File: src/hw/rtl/digit_key_chained_hash_table_top_defines.svh
// Assertion macros for the digit key chained hash table.
`ifndef DIGIT_KEY_CHAINED_HASH_TABLE_TOP_DEFINES_SVH
`define DIGIT_KEY_CHAINED_HASH_TABLE_TOP_DEFINES_SVH

// Check a condition at every clock edge outside reset.
`define DKCHT_ASSERT_ALWAYS(label, clk, rst, cond) \
   label: assert property (@(posedge clk) disable iff (rst) (cond)) \
      else $error("dkcht invariant violated");

// Check that a trigger implies a condition in the next cycle.
`define DKCHT_ASSERT_NEXT(label, clk, rst, trig, cond) \
   label: assert property (@(posedge clk) disable iff (rst) (trig) |=> (cond)) \
      else $error("dkcht sequence violated");

`endif

File: src/hw/rtl/dkcht_queue.sv
// Two-entry queue between the front and the back.
module dkcht_queue #(
   parameter int W = 8
) (
   input  logic         clock,
   input  logic         reset,
   input  logic         push,
   input  logic [W-1:0] push_data,
   output logic         full,
   input  logic         pop,
   output logic [W-1:0] pop_data,
   output logic         empty
);
   logic [W-1:0] mem_ff [2];
   logic         wr_ff, wr_in, rd_ff, rd_in;
   logic [1:0]   cnt_ff, cnt_in;

   assign full     = (cnt_ff == 2'd2);
   assign empty    = (cnt_ff == 2'd0);
   assign pop_data = mem_ff[rd_ff];

   always_comb begin
      wr_in  = wr_ff;
      rd_in  = rd_ff;
      cnt_in = cnt_ff;
      if (push && !full) begin
         wr_in  = !wr_ff;
         cnt_in = cnt_in + 2'd1;
      end
      if (pop && !empty) begin
         rd_in  = !rd_ff;
         cnt_in = cnt_in - 2'd1;
      end
   end

   always_ff @(posedge clock) begin
      if (reset) begin
         wr_ff  <= 1'b0;
         rd_ff  <= 1'b0;
         cnt_ff <= 2'd0;
      end else begin
         wr_ff  <= wr_in;
         rd_ff  <= rd_in;
         cnt_ff <= cnt_in;
      end
      if (push && !full) mem_ff[wr_ff] <= push_data;
   end
endmodule

File: config.mk
export PLATFORM = sky130hd
export DESIGN_NAME = dkcht_queue
export DESIGN_NICKNAME = d
export VERILOG_FILES = /design/src/hw/rtl/digit_key_chained_hash_table_top_defines.svh /design/src/hw/rtl/dkcht_queue.sv
export SDC_FILE = /design/constraint.sdc
export NUM_CORES = 1
export LEC_CHECK = 0
export BUFFER_PORTS_ARGS = -buffer_cell sky130_fd_sc_hd__buf_2
export CAP_MARGIN = 0
export CORE_MARGIN = 8
export CORE_UTILIZATION = 34
export CTS_CLUSTER_SIZE = 20
export DETAILED_ROUTE_END_ITERATION = 10
export GPL_TIMING_DRIVEN = 0
export PLACE_DENSITY = 0.65
export SYNTH_ARGS = -nofsm -noshare
export SYNTH_HDL_FRONTEND = slang
export SYNTH_SLANG_ARGS = --single-unit
File: constraint.sdc
create_clock -name clock -period 2.49 [get_ports clock]
set_clock_uncertainty 0.15 [all_clocks]
set_input_delay 0.498 -clock clock [delete_from_list [all_inputs] [get_ports clock]]
set_output_delay 0.498 -clock clock [all_outputs]
set_load 0.005 [all_outputs]
==> qor.tcl <==
set qor(gr-usage-all-layers_pct) 6.969
set qor(post-route-drc-count) 0
set qor(report.final.setup_viol) 0
set qor(mean_routed_wirelength_per_cell_um) 12.16
set qor(timing.final.crit_period_ns) 2.044
set qor(htree_levels) 1
set qor(place.detailed.hpwl_um) 1085
set qor(first_pass_grt_wire_length_um) 2304
set qor(ctsHoldBuffers) 0
set qor(dieArea_mm2) 0.004388
set qor(core_area_mm2) 0.002432
set qor(worst_hold_endpoint) {mem_ff[0][2]$_DFFE_PP_}
set qor(gpl_wtd_cong) 0.6686
set qor(post_cts_repair_timing_setup_buffer_count) 0
set qor(worst_slew_pin_slew_ns) 0.7331
set qor(initialDrtViolationCount) 5
set qor(multi_input_comb_area_um2) 250.2
set qor(drt-vias-per-instance) 4.381
set qor(layout.cells.most_common) {sky130_fd_sc_hd__buf_2}
set qor(drive_gt1_share_pct) 43.37
set qor(slew_violations) 0
set qor(fill_cells) 240
set qor(synth_register_bits) 21
set qor(synth-warning-count) 0
set qor(grt_setup_unrepaired) {false}
set qor(worst_min_delay_path_class) {in2reg}
set qor(grt_overflow_total) 0
set qor(timing.reg2reg.worst_path_depth) 4
set qor(synthCells) 58
set qor(arrival_ns) 1.81
set qor(tritonroute_pass_1_iters) 3
set qor(relSlewSlack_pct) 50.94
set qor(commonest_cells_after_routing_fill_and_taps_aside) {sky130_fd_sc_hd__buf_2 (22), sky130_fd_sc_hd__edfxtp_1 (16), sky130_fd_sc_hd__nor2_1 (9), sky130_fd_sc_hd__mux2_2 (8), sky130_fd_sc_hd__dfxtp_1 (5)}
set qor(critical_path_peak_fanout) 9
set qor(p_per_area_mw_per_mm2) 999.1
set qor(clkTransAtPathRegs_ns) 0.11
set qor(nets) 98
set qor(run_status) {completed}
set qor(synth.lib_cells_used.distinct) 18
set qor(r2r-end) {mem_ff[0][1]$_DFFE_PP_}
set qor(antenna_left) 0
set qor(grt_antenna_before_repair) 0
set qor(timing.hold.worst.start) {push_data[2]}
set qor(ioPinCount) 22
set qor(cp-start-kind) {register}
set qor(start_util_pct) 35.29
set qor(clkSinkCount) 21
set qor(layout_worst_path_cycle_share_pct) 82.10
set qor(worstSkewPairLatency_ns) 0.29
set qor(io_buffers) 21
set qor(ctsResizeCount) 0
set qor(vias) 495
set qor(p_leak_nw) 0.4003
set qor(design_area_mm2) 0.001027
set qor(pin_count_of_the_biggest_net_entering_global_routing) 12
set qor(area.sequential_um2) 580.6
set qor(peakVddDrop_mv) 0.5052
set qor(worst_hold_path.num_cells) 1
set qor(setup.worst_path.end_class) {register}
set qor(place_area_mm2) 0.001001
set qor(setup-tns-final_ns) 0
set qor(timing.setup.critical_path_class) {reg2reg}
set qor(cp.required_ns) 2.26
set qor(first_global_vias) 534
set qor(placementRows) 18
set qor(overall_routed_net_length_um) 1374
set qor(clock.fmax_mhz) 489.2
set qor(postSynthNetCount) 72
set qor(number_of_buffers_created_by_cts) 3
set qor(die_height_um) 66.25
set qor(tritoncts_clock_tree) {yes}
set qor(area_growth_from_synthesis_to_layout_pct) 19.68
set qor(r2r_start) {cnt_ff[0]$_SDFF_PP0_}
set qor(antenna_cells) 0
set qor(timing_hold_violations_final) 0
set qor(die_w_um) 66.25
set qor(regToRegSetupSlack_ns) 0.45
set qor(clockBufferDepth) 2
set qor(cap_viol_max_count) 0
set qor(synth_sequential_area_ratio_pct) 67.64
set qor(synthesis.area_um2) 858.3
set qor(cts_root_buf) {sky130_fd_sc_hd__clkbuf_4}
set qor(post_synthesis_mean_instance_area_um2) 14.80
## final cells by class
cell class,instances,area share (%)
buffer,2,1.583
inverter,3,1.096
multi-input combinational,32,24.36
timing repair buffer,21,10.23
tap,30,3.654
sequential,21,56.52
clock buffer,4,2.558
## worst max-delay path, cell delays in order (launching register included)
cell and delay (ns):
sky130_fd_sc_hd__dfxtp_1 0.37, sky130_fd_sc_hd__inv_1 0.09, sky130_fd_sc_hd__ha_1 0.25, sky130_fd_sc_hd__nand2b_1 0.22
sky130_fd_sc_hd__nor2_1 0.59
## cells by family (layout without fill, tap and decap cells)
kind of cell,Yosys count,in the layout,share of synthesized area [%]
flip-flops,21,21,67.64
AO/OA/AOI/OAI,3,3,2.186
AND/OR/NAND/NOR,16,16,10.50
buffers and inverters,5,30,3.206
adder cells (fa/ha/maj),2,2,2.915
multiplexers,8,8,10.50
XOR/XNOR,3,3,3.062
## stage by stage
stage / power, mW / hold slack (ns) / cells / util, % / setup slack, ns
after global placement: 0.8779 / 0.3415 / 109 / 41.15 / 0.4625
after floorplan: 0.7679 / 0.3115 / 58 / - / 0.6950
after CTS: 1.045 / 0.2293 / 113 / 42.23 / 0.3927
after global routing: 1.104 / 0.2212 / 113 / 42.23 / 0.2805
after detailed placement: 0.8910 / 0.3480 / 109 / 41.15 / 0.4254
final: 1.026 / 0.2422 / 113 / 42.23 / 0.4457
## cells in the mapped netlist
cell                        number  share of area, %
sky130_fd_sc_hd__a21oi_1         1              0.58
sky130_fd_sc_hd__buf_2           1              0.58
sky130_fd_sc_hd__buf_6           1               1.3
sky130_fd_sc_hd__dfxtp_1         5                12
sky130_fd_sc_hd__edfxtp_1       16                56
sky130_fd_sc_hd__ha_1            2               2.9
sky130_fd_sc_hd__inv_1           3               1.3
sky130_fd_sc_hd__mux2_2          8                10
sky130_fd_sc_hd__nand2_1         1              0.44
sky130_fd_sc_hd__nand2b_1        1              0.73
sky130_fd_sc_hd__nand3_1         1              0.58
sky130_fd_sc_hd__nor2_1          9               3.9
sky130_fd_sc_hd__nor2b_4         2               3.2
sky130_fd_sc_hd__nor3b_1         1              0.87
sky130_fd_sc_hd__o2111ai_1       1               1.0
sky130_fd_sc_hd__o21ai_1         1              0.58
sky130_fd_sc_hd__or3_1           1              0.73
sky130_fd_sc_hd__xnor2_1         3               3.1
## per-layer routing
layer | vias to the layer above | global-route usage [%] | wire [µm]
li1 | 252 | - | -
met1 | 226 | 7.329 | 577
met2 | 15 | 11.22 | 657
met3 | 2 | 3.729 | 131
met4 | 0 | 3.200 | 8
met5 | - | 0 | 0
## registers in the layout, indices dropped and copies added (netlist names), named ones only
signal and flops:
wr_ff 1, mem_ff 16, cnt_ff 2, rd_ff 1
## worst max-delay path by stage
stage                                    start                     end  slack, ns
final                     cnt_ff[0]$_SDFF_PP0_  mem_ff[0][1]$_DFFE_PP_       0.45
after global routing      cnt_ff[0]$_SDFF_PP0_  mem_ff[0][0]$_DFFE_PP_       0.28
after CTS                 cnt_ff[0]$_SDFF_PP0_  mem_ff[0][1]$_DFFE_PP_       0.39
after detailed placement  cnt_ff[0]$_SDFF_PP0_  mem_ff[0][7]$_DFFE_PP_       0.43
after global placement    cnt_ff[0]$_SDFF_PP0_  mem_ff[0][7]$_DFFE_PP_       0.46
after floorplan           cnt_ff[0]$_SDFF_PP0_  mem_ff[0][0]$_DFFE_PP_       0.69
## where the power goes
group,internal [mW],switching [mW],total (mW)
Clock,0.0621,0.0867,0.149
Sequential,0.456,0.0255,0.482
Combinational,0.201,0.195,0.396
(Power assumes the default switching activity.)
