===== src/hw/rtl/digit_key_chained_hash_table_top_defines.svh =====
// Assertion macros for the digit key chained hash table.
`ifndef DIGIT_KEY_CHAINED_HASH_TABLE_TOP_DEFINES_SVH
`define DIGIT_KEY_CHAINED_HASH_TABLE_TOP_DEFINES_SVH

// Check a condition at every clock edge outside reset.
`define DKCHT_ASSERT_ALWAYS(label, clk, rst, cond) \
   label: assert property (@(posedge clk) disable iff (rst) (cond)) \
      else $error("dkcht invariant violated");

// Check that a trigger implies a condition in the next cycle.
`define DKCHT_ASSERT_NEXT(label, clk, rst, trig, cond) \
   label: assert property (@(posedge clk) disable iff (rst) (trig) |=> (cond)) \
      else $error("dkcht sequence violated");

`endif


===== src/hw/rtl/dkcht_pkg.sv =====
// Shared types and constants of the digit key chained hash table.
package dkcht_pkg;
   localparam int KEY_W    = 64;
   localparam int LEN_W    = 5;
   localparam int STATUS_W = 3;
   localparam int IDX_W    = 10;

   localparam logic [STATUS_W-1:0] ST_OK        = 3'd0;
   localparam logic [STATUS_W-1:0] ST_NOT_FOUND = 3'd1;
   localparam logic [STATUS_W-1:0] ST_INVALID   = 3'd2;
   localparam logic [STATUS_W-1:0] ST_DUPLICATE = 3'd3;
   localparam logic [STATUS_W-1:0] ST_FULL      = 3'd4;

   localparam logic FUNC_INSERT = 1'b0;
   localparam logic FUNC_SEARCH = 1'b1;

   // Classified item handed from the front to the back.
   typedef struct packed {
      logic             func;
      logic [KEY_W-1:0] key;
      logic [LEN_W-1:0] len;
      logic             bad;
   } dkcht_item_type;

   localparam int ITEM_W = $bits(dkcht_item_type);
endpackage


===== src/hw/rtl/dkcht_req_if.sv =====
// Request channel interface of the hash table.
interface dkcht_req_if;
   import dkcht_pkg::*;
   logic             valid;
   logic             ready;
   logic             func;
   logic [KEY_W-1:0] key_digits;
   logic [LEN_W-1:0] key_length;
   logic             name_nonempty;
   modport source (output valid, func, key_digits, key_length, name_nonempty, input ready);
   modport sink (input valid, func, key_digits, key_length, name_nonempty, output ready);
endinterface


===== src/hw/rtl/dkcht_front.sv =====
// Front end: accept a request, check the key and fold its digits into a bucket.
module dkcht_front #(
   parameter int BUCKET_COUNT = 101,
   parameter int MAX_DIGITS   = 16,
   parameter int HW           = $clog2(BUCKET_COUNT)
) (
   input  logic                    clock,
   input  logic                    reset,
   dkcht_req_if.sink               req_if,
   output logic                    out_valid,
   input  logic                    out_full,
   output dkcht_pkg::dkcht_item_type out_item,
   output logic [HW-1:0]           out_bucket
);
   import dkcht_pkg::*;

   localparam int TW = HW + 6;

   typedef enum logic [2:0] {
      F_IDLE = 3'b001,
      F_HASH = 3'b010,
      F_PUSH = 3'b100
   } fstate_type;

   fstate_type     state_ff, state_in;
   dkcht_item_type item_ff, item_in;
   logic [HW-1:0]  hash_ff, hash_in;
   logic [LEN_W-1:0] dig_ff, dig_in;

   logic [KEY_W-1:0] mkey;
   logic             key_ok;
   logic [3:0]       nib_idx;
   logic [3:0]       digit;
   logic [TW-1:0]    fold;

   // Mask unused nibbles and check the used ones.
   always_comb begin
      key_ok = (req_if.key_length != '0) &&
               (req_if.key_length <= LEN_W'(MAX_DIGITS));
      for (int i = 0; i < 16; i++) begin
         if (LEN_W'(i) < req_if.key_length) begin
            mkey[4*i +: 4] = req_if.key_digits[4*i +: 4];
            if (req_if.key_digits[4*i +: 4] > 4'd9) key_ok = 1'b0;
         end else begin
            mkey[4*i +: 4] = 4'h0;
         end
      end
   end

   // One digit per cycle: fold = (hash*31 + digit) mod BUCKET_COUNT.
   always_comb begin
      nib_idx = 4'(dig_ff - LEN_W'(1));
      digit   = 4'(item_ff.key >> {nib_idx, 2'b00});
      fold    = (TW'(hash_ff) << 5) - TW'(hash_ff) + TW'(digit);
      for (int k = 5; k >= 0; k--) begin
         if (fold >= (TW'(BUCKET_COUNT) << k)) fold = fold - (TW'(BUCKET_COUNT) << k);
      end
   end

   always_comb begin
      state_in = state_ff;
      item_in  = item_ff;
      hash_in  = hash_ff;
      dig_in   = dig_ff;
      unique case (state_ff)
         F_IDLE: begin
            if (req_if.valid) begin
               item_in.func = req_if.func;
               item_in.key  = mkey;
               item_in.len  = req_if.key_length;
               item_in.bad  = !key_ok || (req_if.func == FUNC_INSERT && !req_if.name_nonempty);
               hash_in      = '0;
               dig_in       = req_if.key_length;
               state_in     = item_in.bad ? F_PUSH : F_HASH;
            end
         end
         F_HASH: begin
            hash_in = HW'(fold);
            dig_in  = dig_ff - LEN_W'(1);
            if (dig_ff == LEN_W'(1)) state_in = F_PUSH;
         end
         F_PUSH: begin
            if (!out_full) state_in = F_IDLE;
         end
         default: state_in = F_IDLE;
      endcase
   end

   always_ff @(posedge clock) begin
      if (reset) begin
         state_ff <= F_IDLE;
      end else begin
         state_ff <= state_in;
      end
      item_ff <= item_in;
      hash_ff <= hash_in;
      dig_ff  <= dig_in;
   end

   assign req_if.ready = (state_ff == F_IDLE);
   assign out_valid    = (state_ff == F_PUSH);
   assign out_item     = item_ff;
   assign out_bucket   = hash_ff;
endmodule


===== src/flat_wrapper.sv =====
// flat-port wrapper written by rule: the top's interface ports become plain ports
module dkcht_front_flat import dkcht_pkg::*;
#(
   parameter int BUCKET_COUNT = 101,
   parameter int MAX_DIGITS   = 16,
   parameter int HW           = $clog2(BUCKET_COUNT)
)
  (clock, reset, out_valid, out_full, out_item, out_bucket, req_if_valid, req_if_func, req_if_key_digits, req_if_key_length, req_if_name_nonempty, req_if_ready);
  dkcht_req_if req_if_i ();
  input  logic clock;
  input  logic reset;
  output logic out_valid;
  input  logic out_full;
  output dkcht_pkg::dkcht_item_type out_item;
  output logic [HW-1:0] out_bucket;
  input wire logic [$bits(req_if_i.valid)-1:0] req_if_valid;
  input wire logic [$bits(req_if_i.func)-1:0] req_if_func;
  input wire logic [$bits(req_if_i.key_digits)-1:0] req_if_key_digits;
  input wire logic [$bits(req_if_i.key_length)-1:0] req_if_key_length;
  input wire logic [$bits(req_if_i.name_nonempty)-1:0] req_if_name_nonempty;
  output wire logic [$bits(req_if_i.ready)-1:0] req_if_ready;
  assign req_if_i.valid = req_if_valid;
  assign req_if_i.func = req_if_func;
  assign req_if_i.key_digits = req_if_key_digits;
  assign req_if_i.key_length = req_if_key_length;
  assign req_if_i.name_nonempty = req_if_name_nonempty;
  assign req_if_ready = req_if_i.ready;
  dkcht_front #(.BUCKET_COUNT(BUCKET_COUNT), .MAX_DIGITS(MAX_DIGITS), .HW(HW)) u_core (.clock(clock), .reset(reset), .req_if(req_if_i), .out_valid(out_valid), .out_full(out_full), .out_item(out_item), .out_bucket(out_bucket));
endmodule

===== config.mk =====
export PLATFORM = sky130hd
export DESIGN_NAME = dkcht_front_flat
export DESIGN_NICKNAME = d
export VERILOG_FILES = /design/src/hw/rtl/digit_key_chained_hash_table_top_defines.svh /design/src/hw/rtl/dkcht_pkg.sv /design/src/hw/rtl/dkcht_req_if.sv /design/src/hw/rtl/dkcht_front.sv /design/src/flat_wrapper.sv
export SDC_FILE = /design/constraint.sdc
export NUM_CORES = 1
export LEC_CHECK = 0
export BUFFER_PORTS_ARGS = -buffer_cell sky130_fd_sc_hd__buf_4
export CAP_MARGIN = 40
export CORE_MARGIN = 3
export CORE_UTILIZATION = 30
export CTS_CLUSTER_DIAMETER = 120
export DETAILED_ROUTE_END_ITERATION = 10
export GPL_TIMING_DRIVEN = 0
export REMOVE_ABC_BUFFERS = 1
export SYNTH_ARGS = -nofsm -noshare
export SYNTH_HDL_FRONTEND = slang
export SYNTH_SLANG_ARGS = --single-unit

===== constraint.sdc =====
create_clock -name clock -period 9.83 [get_ports clock]
set_input_delay 1.966 -clock clock [delete_from_list [all_inputs] [get_ports clock]]
set_output_delay 1.966 -clock clock [all_outputs]
set_load 0.01 [all_outputs]

==> results of run 1 <==
## flip-flops by register name, summed over array words and instances (netlist names)
name               cells
u_core.out_item       71
u_core.out_bucket      7
u_core.dig_ff          5
u_core.state_ff        3
## critical path, delay by kind of cell (launching register included)
kind	cells	cell delay, ns
buffers and inverters	6	0.56
AOI/OAI and AO/OA	14	3.43
and+or+nand+nor	8	1.71
adders and majority gates	6	1.82
xor gates and xnor gates	1	0.19
muxes	3	1.00
DFF	1	0.38
## metrics by stage
stage	instance area (µm²)	util [%]	std cells
after floorplan	6730	-	649
after global placement	8237	37.17	1083
after detailed placement	8297	37.44	1085
after CTS	8627	38.93	1102
after global routing	8904	40.18	1116
final	8904	40.18	1116
## layout make-up
type / instances / area, µm²
fillers: 2181 / 13260
repair buffers: 171 / 1328
inverters: 22 / 82.58
clock buffers: 11 / 232.7
well taps: 280 / 350.3
clock inverters: 5 / 50.05
multi-input cells: 541 / 4308
flip-flops and latches: 86 / 2552
## power by group
| part | internal (W) | total [W] | switching (W) |
|---|---|---|---|
| clock | 0.000195 | 0.000332 | 0.000137 |
| sequential | 0.000459 | 0.000490 | 0.0000313 |
| combinational | 0.00111 | 0.00267 | 0.00156 |
## how the worst max path moves through the flow
stage | endpoint | slack (ns) | cells past startpoint
after floorplan | u_core.out_bucket[4] | 0.22 | 38
after CTS | u_core.out_bucket[4] | 0.01 | 38
final | u_core.out_bucket[4] | 0.47 | 38
after detailed placement | u_core.out_bucket[4] | -1.14 | 38
after global placement | u_core.out_bucket[4] | -1.67 | 38
after global routing | u_core.out_bucket[4] | -0.04 | 38
## timing repair
item                       4_1_cts  5_1_grt
setup endpoints to repair        7        7
buffers inserted                 1       14
pin swaps                        1        4
resized for setup                7       29
## cells in the final DEF, fill, tap and decap left out, drive strengths merged, types with 20 or more instances in the layout
cell      n
buf     171
edfxtp   83
nor2     52
o21ai    47
nor2b    43
nand2    42
a21oi    37
and2     28
nor3     25
inv      22
mux4     20
## cell families after synthesis
group	count (synthesis)
mux	27
simple gates	272
flops	86
xor+xnor	20
compound gates	206
fa+ha+maj	16
buf+inv	47
## metal layers
metal	vias to the layer above	part of all wire [%]	GRT usage, %
li1	2944	-	-
met1	2939	41	21.51
met2	223	49	29.95
met3	23	8.0	4.592
met4	0	1.8	4.091
met5	-	0	0
==> impl_metrics.csv, run 1 <==
group,metric,value,unit
routing,drcViolationCount,0,
routing,drtIter0Drc,347,
critical_path,startpoint_type,"register",
cts,cts.sinks,86,
yosys,synth_ff_type,"edfxtp_1",
die,dieArea,24740,µm²
global_route,grt_pass1_wl,33690,µm
yosys,synth_top_area_cell,"edfxtp_1",
timing,hold_ws,0.6761,ns
routing,totalWireLength,21630,µm
critical_path,worst-path-max-fanout,17,
die,core_area,22160,µm²
cts,numCtsBuffers,9,
critical_path,slowest_stage,"mux4_2",
timing,finalCritPeriodShare,95.26,%
yosys,synth_seq_cells,86,
yosys,yosys.area_share.adder,3.007,%
yosys,synth-xor-area-share,2.551,%
min_path,min_to,"u_core.state_ff[2]",
cts,ctsHoldBuffers,0,
place,port_buffers,154,
critical_path,worstSetupPathType,"reg2reg",
cells_and_area,drive_gt1_share,35.41,%
place,dp_slack,-1.144,ns
yosys,synth_compound_gate_area_share,24.31,%
critical_path,arrival,9.45,ns
cts,clk_pin_slew_worst_paths,0.06,ns
yosys,synth_cells,674,
min_path,hold_class,"reg2reg",
cts,cts_tree,"yes",
global_route,grt_pass1_vias,6030,
yosys,synth-warning-count,0,
critical_path,rrSetupSlack,0.47,ns
yosys,post-synth-top-area-fraction,36.30,%
min_path,hp-start,"u_core.state_ff[1]",
place,place_congestion,0.8418,
timing,layout_min_cycle_time,9.364,ns
die,rows,54,
die,dieHeight,157.3,µm
cts,clockBufferDepth,2,
routing,drt-pass1-iter-count,5,
yosys,synth.most_common_cell,"edfxtp_1",
yosys,syn_area_per_cell,10.19,µm²
routing,viasPerCell,5.492,
die,ios,155,
timing,hold_violations,0,
timing,tightest_slew,0.9275,ns
yosys,synth_edf_count,83,
yosys,async_flop_share,0,%
global_route,grt.overflow.total,0,
critical_path,worst_r2r_endpoint,"u_core.out_bucket[4]",
routing,num_vias,6129,
cts,cts_root_buf,"clkbuf_16",
timing,fin_ws,0.4661,ns
yosys,synth_simple_gate_area_share,22.14,%
place,dp_hpwl,16940,µm
global_route,antenna_found_initial,0,
timing,slew_headroom,37.19,%
die,initial_utilization,30.98,%
timing,setup_tns,0,ns
yosys,ys_top_cells_by_count,"83 x edfxtp_1, 51 x nor2_1, 43 x nor2b_1, 41 x nand2_1, 41 x o21ai_0",
cts,h-tree-depth,3,
power_and_ir_drop,p_total,0.003488,W
power_and_ir_drop,power.density,391.7,nW/µm²
critical_path,critPathRequiredTime,9.92,ns
timing,fmax,106.8,MHz
critical_path,critPathMaxStageDelay,0.48,ns
flow_run,cap_violations,0,
power_and_ir_drop,irDropWorstVdd,0.2150,mV
cts,clk_latency,0.34,ns
routing,wl_per_cell,19.38,µm
cells_and_area,area_growth,29.66,%
yosys,synth_seq_area_share,37.17,%
outcome,status,"finished, final reports clean",
global_route,grt_usage,17.27,%
timing,timing.final.max_slew_violations,0,
critical_path,rr_startpoint,"u_core.dig_ff[0]",
yosys,synth_top_family_by_area,"compound AO/OA/AOI/OAI gates",
routing,drtAntennaViolNets,0,
critical_path,reg2regPathDepth,38,
cells_and_area,final_nets,920,
global_route,grt_max_degree,46,
die,die_w,157.3,µm
yosys,synth_mux_area_share,7.635,%
power_and_ir_drop,p_leak,3.352,nW
yosys,synth_area_leaders,"edfxtp_1 36%, mux4_2 6.6%, nor2b_1 3.9%",
critical_path,crit_top_cell,"inv_1",
timing,fin_skew,0.009499,ns
yosys,ys_types,108,
min_path,whs_path_depth,3,
critical_path,cp-startpoint,"u_core.dig_ff[0]",
cells_and_area,n_antenna_cell,0,
timing,finalSetupViolCount,0,
critical_path,end_kind,"register",
yosys,netlist_area,6867,µm²
No activity file was read; power rests on OpenSTA's default activity.
==> run 2, diff against run 1 <==
CORE_UTILIZATION = 50   (was 30)
MAX_ROUTING_LAYER = met4   (was default)
PLACE_DENSITY = 0.78   (was default)
==> run 2 against run 1 <==
Compared with the run above:
- die area down 39%
- critical path depth increased by 1
- first-iteration DRC count is 66% higher
- wire length increased by 2.9%
- largest cell class unchanged
- critical path type unchanged
==> impl_metrics.csv, run 2 (synthesis results as in run 1) <==
group,metric,value,unit
power_and_ir_drop,irDropWorstVdd,0.2438,mV
timing,fin_ws,0.4969,ns
cts,ctsHoldBuffers,0,
global_route,antenna_found_initial,0,
place,dp_hpwl,17280,µm
die,die_w,123.2,µm
cells_and_area,final_nets,926,
die,dieHeight,123.2,µm
cts,clk_pin_slew_worst_paths,0.06,ns
cts,numCtsBuffers,9,
critical_path,path_depth,39,
cells_and_area,final_cell_mix,"174 x buf_4, 83 x edfxtp_1, 50 x nor2_1",
die,dieArea,15180,µm²
routing,totalWireLength,22270,µm
routing,drtIter0Drc,576,
cts,clockBufferDepth,2,
timing,layout_min_cycle_time,9.333,ns
cells_and_area,area_growth,27.06,%
critical_path,worst-path-max-fanout,8,
place,place_congestion,0.9220,
die,ios,155,
cells_and_area,final_common_cell,"buf_4",
critical_path,end_kind,"register",
die,core_area,13350,µm²
routing,num_vias,6566,
place,dp_slack,-1.172,ns
global_route,grt.overflow.total,0,
routing,drcViolationCount,0,
cts,h-tree-depth,3,
global_route,grt_max_degree,42,
timing,timing.final.max_slew_violations,0,
global_route,grt_pass1_vias,6386,
routing,wl_per_cell,21.87,µm
timing,setup_tns,0,ns
timing,slew_headroom,42.07,%
critical_path,critPathRequiredTime,9.90,ns
routing,viasPerCell,6.450,
timing,fmax,107.1,MHz
critical_path,reg2regPathDepth,39,
cells_and_area,final_core_utilization,65.36,%
die,initial_utilization,51.44,%
critical_path,worstSetupPathType,"reg2reg",
cells_and_area,largest_reg_flops,71,
cts,cts.sinks,86,
timing,hold_violations,0,
global_route,grt_pass1_wl,33650,µm
cts,cts_tree,"yes",
critical_path,slowest_stage,"mux4_2",
timing,finalCritPeriodShare,94.94,%
global_route,grt_usage,29.64,%
timing,finalSetupViolCount,0,
place,port_buffers,154,
cts,cts_root_buf,"clkbuf_16",
critical_path,startpoint_type,"register",
critical_path,path_buf_inv,8,
cells_and_area,drive_gt1_share,35.51,%
min_path,hold_class,"reg2reg",
die,rows,42,
flow_run,cap_violations,0,
power_and_ir_drop,p_leak,3.351,nW
critical_path,crit_family,"compound AO/OA/AOI/OAI gates",
critical_path,arrival,9.41,ns
min_path,whs_path_depth,3,
timing,tightest_slew,0.8670,ns
outcome,status,"finished, final reports clean",
timing,hold_ws,0.6810,ns
routing,drtAntennaViolNets,0,
critical_path,crit_top_cell,"inv_1",
critical_path,critPathMaxStageDelay,0.55,ns
routing,drt-pass1-iter-count,5,
cts,clk_latency,0.34,ns
power_and_ir_drop,power.density,388.1,nW/µm²
timing,fin_skew,0.009914,ns
cells_and_area,n_antenna_cell,0,
run 2: cell types whose count changed in the layout (fill, tap and decap cells not counted), sizes merged:
| cell | previous run | this run |
|---|---|---|
| buf | 171 | 177 |
| inv | 22 | 24 |
| clkinv | 3 | 2 |
| clkbuf | 11 | 9 |
| bufinv | 1 | 0 |
| clkinvlp | 1 | 3 |
run 2: cell type report:
class	count	area (µm²)
Fill cell	1059	4623
Multi-Input combinational cell	541	4227
Sequential cell	86	2552
Timing Repair Buffer	177	1359
Clock buffer	9	225.2
Tap cell	176	220.2
Inverter	22	86.33
Clock inverter	7	55.05
run 2: routing by layer:
metal	track usage, %	part of all wire (%)
met5	-	0
met4	10.45	3.1
met3	6.038	7.8
met2	52.26	52
met1	33.44	37
run 2: where the power goes:
part | internal [W] | switching [W] | total (W) | leakage [nW]
clock | 0.000174 | 0.000148 | 0.000322 | 0.133
combinational | 0.00104 | 0.00153 | 0.00257 | 2.40
sequential | 0.000459 | 0.0000325 | 0.000491 | 0.821
total | 0.00168 | 0.00171 | 0.00339 | 3.35
run 2: worst register-to-register path: cells and delay by family, from the launching register on:
kind | cells | cell delay [ns]
compound gates | 12 | 3.10
simple gates | 8 | 1.51
xor+xnor | 2 | 0.37
flops | 1 | 0.37
mux | 3 | 1.19
buf+inv | 8 | 1.08
fa+ha+maj | 6 | 1.47
run 2: path summary, 6_finish.rpt:
check,from,end,slack [ns]
worst max-delay path,u_core.dig_ff[0],u_core.out_bucket[4],0.50
worst min-delay path,u_core.state_ff[1],u_core.state_ff[2],0.68
worst max register to register,u_core.dig_ff[0],u_core.out_bucket[4],0.50
worst min register to register,u_core.state_ff[1],u_core.state_ff[2],0.68
run 2: what timing repair did:
action                                  in CTS  in global routing
buffers inserted                             2                 18
endpoints found under the setup margin       7                  7
pin swaps                                    0                 10
cloned                                       0                  0
resized for setup                            8                 18
run 2: metrics by stage:
| step | power, W | area, µm² | instances |
|---|---|---|---|
| 6_report | 0.003386 | 8725 | 1018 |
| 4_1_cts | 0.003186 | 8501 | 1000 |
| 3_3_place_gp | 0.002748 | 8107 | 979 |
| 3_5_place_dp | 0.002828 | 8164 | 982 |
| 5_1_grt | 0.003621 | 8725 | 1018 |
| 2_1_floorplan | 0.002325 | 6730 | 649 |
